`src/rtl/wsah_pkg.sv`:
```
`timescale 1ns / 1ps
`default_nettype none

package wsah_pkg;

	// sample format and window
	localparam int VAL_W     = 32;
	localparam int FRAC_BITS = 16;
	localparam int WIN_LEN   = 50;
	localparam int POS_W     = (WIN_LEN > 1) ? $clog2(WIN_LEN) : 1;

	// running sum holds WIN_LEN full-scale samples
	localparam int SUM_W = VAL_W + $clog2(WIN_LEN);

	// shared divider width: covers 2 << 2F and the window denominator with headroom
	localparam int DIV_W = 2 * FRAC_BITS + 3;
	localparam int CNT_W = $clog2(DIV_W + 1);

	// display modes
	localparam int MODE_W = 2;
	localparam logic [MODE_W-1:0] MODE_HOLD    = 2'd0;
	localparam logic [MODE_W-1:0] MODE_AVERAGE = 2'd1;
	localparam logic [MODE_W-1:0] MODE_RAW     = 2'd2;

	// configuration register indexes
	localparam int CFG_IDX_W = 1;
	localparam logic [CFG_IDX_W-1:0] REG_DISPLAY_MODE = 1'b0;
	localparam logic [CFG_IDX_W-1:0] REG_NOLOAD_LEVEL = 1'b1;

	typedef struct packed {
		logic             start;
		logic [DIV_W-1:0] dividend;
		logic [DIV_W-1:0] divisor;
	} div_req_t;

	typedef struct packed {
		logic             done;
		logic [DIV_W-1:0] quotient;
	} div_rsp_t;

endpackage

`default_nettype wire

```
`src/rtl/wsah_sample_if.sv`:
```
`timescale 1ns / 1ps
`default_nettype none

interface wsah_sample_if import wsah_pkg::*; ();
	logic                    valid;
	logic                    ready;
	logic signed [VAL_W-1:0] sample_mv;
	logic                    no_data;

	modport source (output valid, output sample_mv, output no_data, input ready);
	modport sink   (input valid, input sample_mv, input no_data, output ready);
endinterface

`default_nettype wire

```
`src/rtl/wsah_result_if.sv`:
```
`timescale 1ns / 1ps
`default_nettype none

interface wsah_result_if import wsah_pkg::*; ();
	logic                    valid;
	logic                    ready;
	logic signed [VAL_W-1:0] shown_value;
	logic signed [VAL_W-1:0] average_value;
	logic signed [VAL_W-1:0] window_width;

	modport source (output valid, output shown_value, output average_value,
		output window_width, input ready);
	modport sink   (input valid, input shown_value, input average_value,
		input window_width, output ready);
endinterface

`default_nettype wire

```
`src/rtl/wsah_cfg_if.sv`:
```
`timescale 1ns / 1ps
`default_nettype none

interface wsah_cfg_if import wsah_pkg::*; ();
	logic                 valid;
	logic                 ready;
	logic [CFG_IDX_W-1:0] index;
	logic [VAL_W-1:0]     data;

	modport source (output valid, output index, output data, input ready);
	modport sink   (input valid, input index, input data, output ready);
endinterface

`default_nettype wire

```
`src/rtl/wsah_ram.sv`:
```
`timescale 1ns / 1ps
`default_nettype none

module wsah_ram #(
	parameter int WIDTH = 32,
	parameter int DEPTH = 64
) (
	input  wire logic                             clk,
	input  wire logic                             we,
	input  wire logic [$clog2(DEPTH > 1 ? DEPTH : 2)-1:0] waddr,
	input  wire logic [WIDTH-1:0]                 wdata,
	input  wire logic                             re,
	input  wire logic [$clog2(DEPTH > 1 ? DEPTH : 2)-1:0] raddr,
	output logic      [WIDTH-1:0]                 rdata
);

	logic [WIDTH-1:0] mem [DEPTH];

	always_ff @(posedge clk) begin
		if (we) begin
			mem[waddr] <= wdata;
		end
		if (re) begin
			rdata <= mem[raddr];
		end
	end

endmodule

`default_nettype wire

```
`src/rtl/wsah_div.sv`:
```
`timescale 1ns / 1ps
`default_nettype none

// unsigned restoring divider, one quotient bit per cycle
module wsah_div import wsah_pkg::*; (
	input  wire logic     clk,
	input  wire logic     arst_n,
	input  wire div_req_t req,
	output div_rsp_t      rsp
);

	logic             busy_q;
	logic             done_q;
	logic [CNT_W-1:0] cnt_q;
	logic [DIV_W-1:0] rem_q;
	logic [DIV_W-1:0] quo_q;
	logic [DIV_W-1:0] dsr_q;

	logic [DIV_W:0]   trial;
	logic [DIV_W:0]   diff;
	logic             take;

	always_comb begin
		trial = {rem_q, quo_q[DIV_W-1]};
		diff  = trial - {1'b0, dsr_q};
		take  = (trial >= {1'b0, dsr_q});
	end

	always_ff @(posedge clk or negedge arst_n) begin
		if (!arst_n) begin
			busy_q <= 1'b0;
			done_q <= 1'b0;
			cnt_q  <= '0;
		end else begin
			done_q <= 1'b0;
			if (req.start && !busy_q) begin
				busy_q <= 1'b1;
				cnt_q  <= CNT_W'(DIV_W);
			end else if (busy_q) begin
				cnt_q <= cnt_q - CNT_W'(1);
				if (cnt_q == CNT_W'(1)) begin
					busy_q <= 1'b0;
					done_q <= 1'b1;
				end
			end
		end
	end

	// datapath, no reset
	always_ff @(posedge clk) begin
		if (req.start && !busy_q) begin
			rem_q <= '0;
			quo_q <= req.dividend;
			dsr_q <= req.divisor;
		end else if (busy_q) begin
			rem_q <= take ? diff[DIV_W-1:0] : trial[DIV_W-1:0];
			quo_q <= {quo_q[DIV_W-2:0], take};
		end
	end

	assign rsp.done     = done_q;
	assign rsp.quotient = quo_q;

endmodule

`default_nettype wire

```
`src/rtl/weigh_sample_average_hold_unit.sv`:
```
`timescale 1ns / 1ps
`default_nettype none

// sequence: a no-data sample outside hold mode goes from accept through the hold and output
//   steps; hold mode adds up to two divisions, reciprocal then window width, and a compare step
// intake: one request at a time, the next taken only once back in idle, which comes
//   later while the result register waits on the receiver
// reset: arst_n clears the sum, write position, average, held value, registers and
//   window valid bits at once; no clearing pass, empty window entries read as zero
module weigh_sample_average_hold_unit import wsah_pkg::*; (
	input  wire logic      clk,
	input  wire logic      arst_n,
	wsah_sample_if.sink    samples,
	wsah_result_if.source  results,
	wsah_cfg_if.sink       cfg_write
);

	typedef enum logic [3:0] {
		ST_IDLE,
		ST_READ,
		ST_AVG_GO,
		ST_AVG_WAIT,
		ST_HOLD,
		ST_RECIP_WAIT,
		ST_DEN_CHK,
		ST_WIDTH_WAIT,
		ST_COMPARE,
		ST_OUT
	} state_t;

	localparam logic signed [VAL_W-1:0] VAL_MAX = {1'b0, {(VAL_W-1){1'b1}}};
	localparam logic signed [VAL_W-1:0] VAL_MIN = {1'b1, {(VAL_W-1){1'b0}}};
	localparam logic [DIV_W-1:0] ONE_2F = DIV_W'(1) << (2 * FRAC_BITS);
	localparam logic [DIV_W-1:0] TWO_2F = DIV_W'(1) << (2 * FRAC_BITS + 1);
	localparam logic signed [DIV_W:0] SIX_F = (DIV_W + 1)'(6) << FRAC_BITS;

	// average as |sum| * ceil(2^AVG_SHIFT / WIN_LEN) >> AVG_SHIFT, exact over the sum range;
	// the constant is applied in two halves on one multiplier
	localparam int AVG_SHIFT = SUM_W - 1 + POS_W;
	localparam logic [63:0] AVG_RECIP =
		((64'd1 << AVG_SHIFT) + 64'(WIN_LEN - 1)) / 64'(WIN_LEN);
	localparam int RCP_W     = AVG_SHIFT - $clog2(WIN_LEN) + 1;
	localparam int RCP_SPLIT = (RCP_W + 1) / 2;
	localparam int PROD_W    = SUM_W + RCP_SPLIT;
	localparam logic [RCP_SPLIT-1:0] RCP_LO = AVG_RECIP[RCP_SPLIT-1:0];
	localparam logic [RCP_SPLIT-1:0] RCP_HI = AVG_RECIP[RCP_SPLIT +: RCP_SPLIT];

	state_t state_q;

	// configuration registers
	logic        [MODE_W-1:0] mode_q;
	logic signed [VAL_W-1:0]  noload_q;

	// architectural state
	logic signed [SUM_W-1:0] sum_q;
	logic        [POS_W-1:0] pos_q;
	logic signed [VAL_W-1:0] avg_q;
	logic signed [VAL_W-1:0] held_q;
	logic                    ent_valid_q [WIN_LEN];

	// per request working registers
	logic signed [VAL_W-1:0] smp_q;
	logic                    d_neg_q;
	logic signed [DIV_W:0]   den_q;
	logic signed [VAL_W-1:0] w_q;
	logic        [SUM_W-1:0] avg_lo_q;

	// result register
	logic                    res_valid_q;
	logic signed [VAL_W-1:0] res_shown_q;
	logic signed [VAL_W-1:0] res_avg_q;
	logic signed [VAL_W-1:0] res_w_q;

	logic             accept;
	logic [VAL_W-1:0] ram_rdata;
	div_req_t         div_req;
	div_rsp_t         div_rsp;

	logic signed [VAL_W-1:0] old_smp;
	logic        [SUM_W-1:0] sum_abs;
	logic [RCP_SPLIT-1:0]    avg_factor;
	logic [PROD_W-1:0]       avg_prod;
	logic [PROD_W-1:0]       avg_acc;
	logic signed [VAL_W:0]   d_val;
	logic        [VAL_W:0]   d_abs;
	logic        [DIV_W:0]   den_abs;
	logic signed [DIV_W:0]   quo_ext;
	logic signed [DIV_W:0]   recip;
	logic signed [DIV_W:0]   w_wide;
	logic signed [VAL_W-1:0] w_sat;
	logic        [VAL_W-1:0] avg_mag;
	logic signed [VAL_W-1:0] avg_new;
	logic signed [VAL_W+1:0] diff;
	logic signed [VAL_W+1:0] diff_abs;
	logic [POS_W-1:0]        pos_next;

	assign samples.ready   = (state_q == ST_IDLE);
	assign accept          = samples.valid && samples.ready;
	assign cfg_write.ready = 1'b1;

	assign results.valid         = res_valid_q;
	assign results.shown_value   = res_shown_q;
	assign results.average_value = res_avg_q;
	assign results.window_width  = res_w_q;

	// sample window store, oldest entry fetched when a valid sample is taken
	wsah_ram #(
		.WIDTH (VAL_W),
		.DEPTH (WIN_LEN)
	) u_window (
		.clk   (clk),
		.we    (state_q == ST_READ),
		.waddr (pos_q),
		.wdata (smp_q),
		.re    (accept && !samples.no_data),
		.raddr (pos_q),
		.rdata (ram_rdata)
	);

	wsah_div u_div (
		.clk    (clk),
		.arst_n (arst_n),
		.req    (div_req),
		.rsp    (div_rsp)
	);

	always_comb begin
		// never written entries read as zero
		old_smp  = ent_valid_q[pos_q] ? $signed(ram_rdata) : '0;
		pos_next = (pos_q == POS_W'(WIN_LEN - 1)) ? '0 : pos_q + POS_W'(1);

		sum_abs = sum_q[SUM_W-1] ? SUM_W'(-sum_q) : SUM_W'(sum_q);

		// low half of the reciprocal first, then high half plus the carried low product
		avg_factor = (state_q == ST_AVG_GO) ? RCP_LO : RCP_HI;
		avg_prod   = PROD_W'(sum_abs) * PROD_W'(avg_factor);
		avg_acc    = avg_prod + PROD_W'(avg_lo_q);

		// distance of held value from tare, exact in one extra bit
		d_val = (VAL_W + 1)'(held_q) - (VAL_W + 1)'(noload_q);
		d_abs = d_val[VAL_W] ? (VAL_W + 1)'(-d_val) : (VAL_W + 1)'(d_val);

		den_abs = den_q[DIV_W] ? (DIV_W + 1)'(-den_q) : (DIV_W + 1)'(den_q);

		// signed quotients, truncated toward zero
		quo_ext = $signed({1'b0, div_rsp.quotient});
		recip   = d_neg_q ? -quo_ext : quo_ext;
		w_wide  = den_q[DIV_W] ? -quo_ext : quo_ext;
		if (w_wide > (DIV_W + 1)'(VAL_MAX)) begin
			w_sat = VAL_MAX;
		end else if (w_wide < (DIV_W + 1)'(VAL_MIN)) begin
			w_sat = VAL_MIN;
		end else begin
			w_sat = w_wide[VAL_W-1:0];
		end

		avg_mag = avg_acc[AVG_SHIFT - RCP_SPLIT +: VAL_W];
		avg_new = sum_q[SUM_W-1] ? $signed(-avg_mag) : $signed(avg_mag);

		diff     = (VAL_W + 2)'(avg_q) - (VAL_W + 2)'(held_q);
		diff_abs = diff[VAL_W+1] ? -diff : diff;

		// shared divider request by sequencer step
		div_req.start    = 1'b0;
		div_req.dividend = ONE_2F;
		div_req.divisor  = den_abs[DIV_W-1:0];
		case (state_q)
			ST_HOLD: begin
				div_req.start    = (mode_q == MODE_HOLD) && (d_val != '0);
				div_req.dividend = TWO_2F;
				div_req.divisor  = DIV_W'(d_abs);
			end
			ST_DEN_CHK: begin
				div_req.start = (den_q != '0);
			end
			default: begin
				div_req.start = 1'b0;
			end
		endcase
	end

	always_ff @(posedge clk or negedge arst_n) begin
		if (!arst_n) begin
			state_q     <= ST_IDLE;
			mode_q      <= MODE_HOLD;
			noload_q    <= '0;
			sum_q       <= '0;
			pos_q       <= '0;
			avg_q       <= '0;
			held_q      <= '0;
			res_valid_q <= 1'b0;
			for (int i = 0; i < WIN_LEN; i++) begin
				ent_valid_q[i] <= 1'b0;
			end
		end else begin
			// register writes, to be issued only while idle; the block itself does not enforce this
			if (cfg_write.valid) begin
				case (cfg_write.index)
					REG_DISPLAY_MODE: mode_q   <= cfg_write.data[MODE_W-1:0];
					REG_NOLOAD_LEVEL: noload_q <= $signed(cfg_write.data);
					default: ;
				endcase
			end

			// result taken, unless the output step loads the next one
			if (results.ready && state_q != ST_OUT) begin
				res_valid_q <= 1'b0;
			end

			case (state_q)
				ST_IDLE: begin
					if (accept) begin
						state_q <= samples.no_data ? ST_HOLD : ST_READ;
					end
				end
				ST_READ: begin
					// replace the oldest entry and keep the running sum
					sum_q <= sum_q + SUM_W'(smp_q) - SUM_W'(old_smp);
					ent_valid_q[pos_q] <= 1'b1;
					pos_q   <= pos_next;
					state_q <= ST_AVG_GO;
				end
				ST_AVG_GO: begin
					state_q <= ST_AVG_WAIT;
				end
				ST_AVG_WAIT: begin
					avg_q   <= avg_new;
					state_q <= ST_HOLD;
				end
				ST_HOLD: begin
					case (mode_q)
						MODE_HOLD: begin
							// held equal to tare gives a zero window
							if (d_val == '0) begin
								state_q <= ST_COMPARE;
							end else begin
								state_q <= ST_RECIP_WAIT;
							end
						end
						MODE_AVERAGE: begin
							held_q  <= avg_q;
							state_q <= ST_OUT;
						end
						MODE_RAW: begin
							held_q  <= smp_q;
							state_q <= ST_OUT;
						end
						default: begin
							state_q <= ST_OUT;
						end
					endcase
				end
				ST_RECIP_WAIT: begin
					if (div_rsp.done) begin
						state_q <= ST_DEN_CHK;
					end
				end
				ST_DEN_CHK: begin
					// zero denominator saturates the window
					state_q <= (den_q == '0) ? ST_COMPARE : ST_WIDTH_WAIT;
				end
				ST_WIDTH_WAIT: begin
					if (div_rsp.done) begin
						state_q <= ST_COMPARE;
					end
				end
				ST_COMPARE: begin
					// a negative window always lets the held value follow
					if (diff_abs > (VAL_W + 2)'(w_q)) begin
						held_q <= avg_q;
					end
					state_q <= ST_OUT;
				end
				ST_OUT: begin
					if (!res_valid_q || results.ready) begin
						res_valid_q <= 1'b1;
						state_q     <= ST_IDLE;
					end
				end
				default: begin
					state_q <= ST_IDLE;
				end
			endcase
		end
	end

	// working and result payload, no reset
	always_ff @(posedge clk) begin
		case (state_q)
			ST_IDLE: begin
				if (accept) begin
					smp_q <= samples.sample_mv;
				end
				w_q <= '0;
			end
			ST_AVG_GO: begin
				avg_lo_q <= avg_prod[RCP_SPLIT +: SUM_W];
			end
			ST_HOLD: begin
				d_neg_q <= d_val[VAL_W];
				w_q     <= '0;
			end
			ST_RECIP_WAIT: begin
				if (div_rsp.done) begin
					den_q <= SIX_F + recip;
				end
			end
			ST_DEN_CHK: begin
				if (den_q == '0) begin
					w_q <= VAL_MAX;
				end
			end
			ST_WIDTH_WAIT: begin
				if (div_rsp.done) begin
					w_q <= w_sat;
				end
			end
			ST_OUT: begin
				if (!res_valid_q || results.ready) begin
					res_shown_q <= held_q;
					res_avg_q   <= avg_q;
					res_w_q     <= w_q;
				end
			end
			default: ;
		endcase
	end

endmodule

`default_nettype wire
```
`src/flat_wrapper.sv`:
```
// flat-port wrapper written by rule: the top's interface ports become plain ports
module weigh_sample_average_hold_unit_flat import wsah_pkg::*;
  (clk, arst_n, samples_valid, samples_sample_mv, samples_no_data, samples_ready, results_valid, results_shown_value, results_average_value, results_window_width, results_ready, cfg_write_valid, cfg_write_index, cfg_write_data, cfg_write_ready);
  wsah_sample_if samples_i ();
  wsah_result_if results_i ();
  wsah_cfg_if cfg_write_i ();
  input  wire logic clk;
  input  wire logic arst_n;
  input wire logic [$bits(samples_i.valid)-1:0] samples_valid;
  input wire logic [$bits(samples_i.sample_mv)-1:0] samples_sample_mv;
  input wire logic [$bits(samples_i.no_data)-1:0] samples_no_data;
  output wire logic [$bits(samples_i.ready)-1:0] samples_ready;
  output wire logic [$bits(results_i.valid)-1:0] results_valid;
  output wire logic [$bits(results_i.shown_value)-1:0] results_shown_value;
  output wire logic [$bits(results_i.average_value)-1:0] results_average_value;
  output wire logic [$bits(results_i.window_width)-1:0] results_window_width;
  input wire logic [$bits(results_i.ready)-1:0] results_ready;
  input wire logic [$bits(cfg_write_i.valid)-1:0] cfg_write_valid;
  input wire logic [$bits(cfg_write_i.index)-1:0] cfg_write_index;
  input wire logic [$bits(cfg_write_i.data)-1:0] cfg_write_data;
  output wire logic [$bits(cfg_write_i.ready)-1:0] cfg_write_ready;
  assign samples_i.valid = samples_valid;
  assign samples_i.sample_mv = samples_sample_mv;
  assign samples_i.no_data = samples_no_data;
  assign samples_ready = samples_i.ready;
  assign results_valid = results_i.valid;
  assign results_shown_value = results_i.shown_value;
  assign results_average_value = results_i.average_value;
  assign results_window_width = results_i.window_width;
  assign results_i.ready = results_ready;
  assign cfg_write_i.valid = cfg_write_valid;
  assign cfg_write_i.index = cfg_write_index;
  assign cfg_write_i.data = cfg_write_data;
  assign cfg_write_ready = cfg_write_i.ready;
  weigh_sample_average_hold_unit u_core (.clk(clk), .arst_n(arst_n), .samples(samples_i), .results(results_i), .cfg_write(cfg_write_i));
endmodule
```
`config.mk`:
```
export PLATFORM = sky130hd
export DESIGN_NAME = weigh_sample_average_hold_unit_flat
export DESIGN_NICKNAME = d
export VERILOG_FILES = /design/src/rtl/wsah_pkg.sv /design/src/rtl/wsah_sample_if.sv /design/src/rtl/wsah_result_if.sv /design/src/rtl/wsah_cfg_if.sv /design/src/rtl/wsah_ram.sv /design/src/rtl/wsah_div.sv /design/src/rtl/weigh_sample_average_hold_unit.sv /design/src/flat_wrapper.sv
export SDC_FILE = /design/constraint.sdc
export NUM_CORES = 2
export LEC_CHECK = 0
export BUFFER_PORTS_ARGS = -buffer_cell sky130_fd_sc_hd__buf_2
export CAP_MARGIN = 10
export CORE_ASPECT_RATIO = 1.5
export CORE_MARGIN = 2
export CORE_UTILIZATION = 40
export DETAILED_ROUTE_END_ITERATION = 7
export GPL_ROUTABILITY_DRIVEN = 0
export PLACE_DENSITY = 0.67
export SYNTH_ARGS = -nofsm -noshare
export SYNTH_HDL_FRONTEND = slang
export SYNTH_SLANG_ARGS = --single-unit
```
`constraint.sdc`:
```
create_clock -name clk -period 18.9 [get_ports clk]
set_input_delay 1.89 -clock clk [delete_from_list [all_inputs] [get_ports clk]]
set_output_delay 1.89 -clock clk [all_outputs]
set_load 0.02 [all_outputs]
```
==> out/qor.txt <==
R2R setup slack - 6.56 ns
Synth Area in Simple Gates - 7.740%
Final hold vios - 0
Post-Syn Area per Cell - 12.51 sq um
Seq/Total Area, Yosys - 56.49%
Unrepaired setup endpoints after global routing - false
Seq cells post-synth - 2177
Die area - 287600 sq um
First DRT Iteration DRCs - 7493
I/O Buffers - 168
Vias in the first global route - 78300
Synth Warn # - 0
Slowest-stage cell, CP - clkinv_1
Most common cell after layout, fill and taps aside - edfxtp_1
Relative slew margins - 24.96%
Outcome - complete, no violations
Die Span Y - 655.8 um
Largest net degree at the start of global routing - 97
CP endpoint kind - flip-flop
First-pass GRT wire length - 500.4 mm
Hold depth - 1
Hold_sp - u_core.ent_valid_q[33]
First-pass iteration count of the detailed router - 8
Wire per inst - 25.89 um
FMAX - 81.01 MHz
Area growth from synthesis to layout - 11.24%
Launching point of the worst reg2reg path - u_core.sum_q[37]
WP buf/inv - 7
DRC violations left - 0
H-tree depth - 4
CTS clk-pin slew, worst paths - 0.07 ns
Clk_lat worst skew - 0.86 ns
R2r worst-path depth - 39
Clock period minus worst slack - 12.34 ns
TritonCTS clock tree - done
Vias/cell - 5.853
Share of cells above drive strength 1 - 9.568%
Post-CTS sizing - 0
Post-Synthesis Cells - 9056
CP max FO - 57
Post-synth top flop - edfxtp_1
Max incr delay on CP - 0.74 ns
TritonCTS Buffers - 206
Hold-fix buffers at CTS - 0
IO Count - 170
Nets - 10210
Cell row count - 239
Routed Antenna Nets - 0
Synth Area in Adders - 12.69%
Placement-stage cell area - 119300 sq um
Design area - 126000 sq um
Skew final - 0.07729 ns
Mux cell area share after synthesis - 1.553%
Xor/xnor cell area share of the yosys netlist - 3.688%
Initial antenna violation count - 23
HP Class - flip-flop to flip-flop
Number of max-cap violations - 0
DR vias - 76920
Worst r2r dst - u_core.avg_q[28]
Sinks on the clock net - 2177
# setup viols final - 0
Die width - 438.5 um
Ratio of final minimum period to clock period - 65.31%
Initial Utilization - 40.17%
Slew @ Worst Pin - 1.118 ns
Total gr overflow - 0
GRT Overall Usage - 23.15%
Post-synth cell types - 103
Most frequent cells in the layout - 1937 x edfxtp_1, 1005 x inv_1, 548 x a22oi_1
Largest family of logic cells by synthesized area - compound AO/OA/AOI/OAI gates
Post-synth ARST share - 9.417%
Delay-heaviest family, CP - compound AO/OA/AOI/OAI gates
Final wirelength - 340.3 mm
Post-synth EDFFs - 1937
Mapped Area - 113300 sq um
Worst Path Arrival - 13.06 ns
Root buf cell - clkbuf_16
Hold endpoint - u_core.ent_valid_q[33]
Max Slew Vio Count - 0
Type of origin of the critical path - flip-flop
Area of the core - 282000 sq um
Final HPWL DP - 230.7 mm
Post-Route Setup TNS - 0 ns
WP depth - 39
Post-CTS Setup Bufs - 0
Max clock buf depth - 4
CP most frequent cell - fa_1
Complex-gate fraction of the synthesized area - 13.08%
Critical path class - flip-flop to flip-flop
Crit path required time - 19.62 ns
# fillers - 25030
Hold Slack - 0.4678 ns
==> sequential cells by signal (all words and copies together) (netlist names), 2 cells and up <==
register and flops:
u_core.avg_lo_q 38, u_core.avg_q 32, u_core.den_q 36, u_core.ent_valid_q 50, u_core.held_q 32, u_core.mode_q 2
u_core.noload_q 32, u_core.pos_q 6, u_core.results.average_value 32, u_core.results.shown_value 32, u_core.results.window_width 32, u_core.smp_q 32
u_core.state_q 4, u_core.sum_q 38, u_core.u_div.cnt_q 6, u_core.u_div.dsr_q 35, u_core.u_div.quo_q 35, u_core.u_div.rem_q 35
u_core.u_window.mem 1600, u_core.u_window.rdata 32, u_core.w_q 32
==> worst reg2reg max path: cells and delay by family (launching register included) <==
kind | cells | cell delay (ns)
simple gates | 6 | 1.49
mux | 1 | 0.15
xor+xnor | 2 | 0.68
compound gates | 15 | 3.93
fa+ha+maj | 8 | 3.64
buf+inv | 7 | 2.00
flops | 1 | 0.33
==> Yosys cell counts, drive strengths merged, types with 39 or more instances <==
library cell	n	area share, %
a22oi	548	3.6
fa	407	7.2
nor2b	71	0.39
nand4	118	0.66
xor2	135	1.0
and2	61	0.34
inv	1015	3.4
or2	81	0.45
and3	46	0.25
nor3	86	0.40
nand2	513	1.7
clkbuf	297	0.98
or3	58	0.33
o21a	46	0.30
o21ai	297	1.3
nor4	44	0.24
dfrtp	205	4.5
ha	498	5.5
nand3	102	0.45
nand2b	45	0.25
nor2	446	1.5
a221oi	137	1.1
a31oi	106	0.59
o31ai	41	0.27
o211ai	39	0.26
buf	102	0.37
mux2i	133	1.2
a21o	120	0.80
xnor2	342	2.6
a21oi	381	1.7
edfxtp	1937	51
a22o	126	0.97
==> stage by stage <==
step | util [%] | cells | worst slack, ns
after floorplan | - | 9059 | 8.423
after global placement | 42.31 | 12760 | 6.899
after detailed placement | 42.31 | 12760 | 6.779
after CTS | 44.67 | 13130 | 6.740
after global routing | 44.68 | 13130 | 5.785
final | 44.69 | 13140 | 6.556
==> area by class of cell <==
cell class / count / area [sq um] / area share, %
Timing Repair Buffer: 363 / 2365 / 1.877
Sequential cell: 2177 / 64000 / 50.79
Inverter: 1023 / 3841 / 3.048
Antenna cell: 11 / 27.53 / 0.02184
Tap cell: 3735 / 4673 / 3.708
Clock buffer: 269 / 5618 / 4.458
Multi-Input combinational cell: 5460 / 44440 / 35.27
Clock inverter: 104 / 1047 / 0.8311
==> worst max-delay path by stage <==
| stage | from | endpoint | slack [ns] |
|---|---|---|---|
| after floorplan | u_core.state_q[3] | u_core.avg_q[26] | 8.42 |
| after global placement | u_core.sum_q[37] | u_core.avg_q[26] | 6.90 |
| after detailed placement | u_core.sum_q[37] | u_core.avg_q[30] | 6.78 |
| after CTS | u_core.sum_q[37] | u_core.avg_q[30] | 6.74 |
| after global routing | u_core.sum_q[37] | u_core.avg_q[28] | 5.79 |
| final | u_core.sum_q[37] | u_core.avg_q[28] | 6.56 |
==> metal layers <==
layer | vias up | GRT usage [%] | part of all wire, %
li1 | 33560 | - | -
met1 | 38540 | 26.55 | 35
met2 | 3780 | 40.53 | 50
met3 | 1019 | 3.127 | 7.4
met4 | 18 | 14.55 | 7.2
met5 | - | 0 | 0.034
==> cells by family (layout without fill, tap and decap cells) <==
kind of cell	count (synthesis)	after routing
other cells	2	16
flops	2177	2177
mux	171	171
xor+xnor	477	477
simple gates	1776	1776
buf+inv	1422	1759
fa+ha+maj	905	905
compound gates	2126	2126
Power is left out: the tool's default activity adds up to more than one toggle a clock period on the data nets, which glitch-free logic cannot reach.
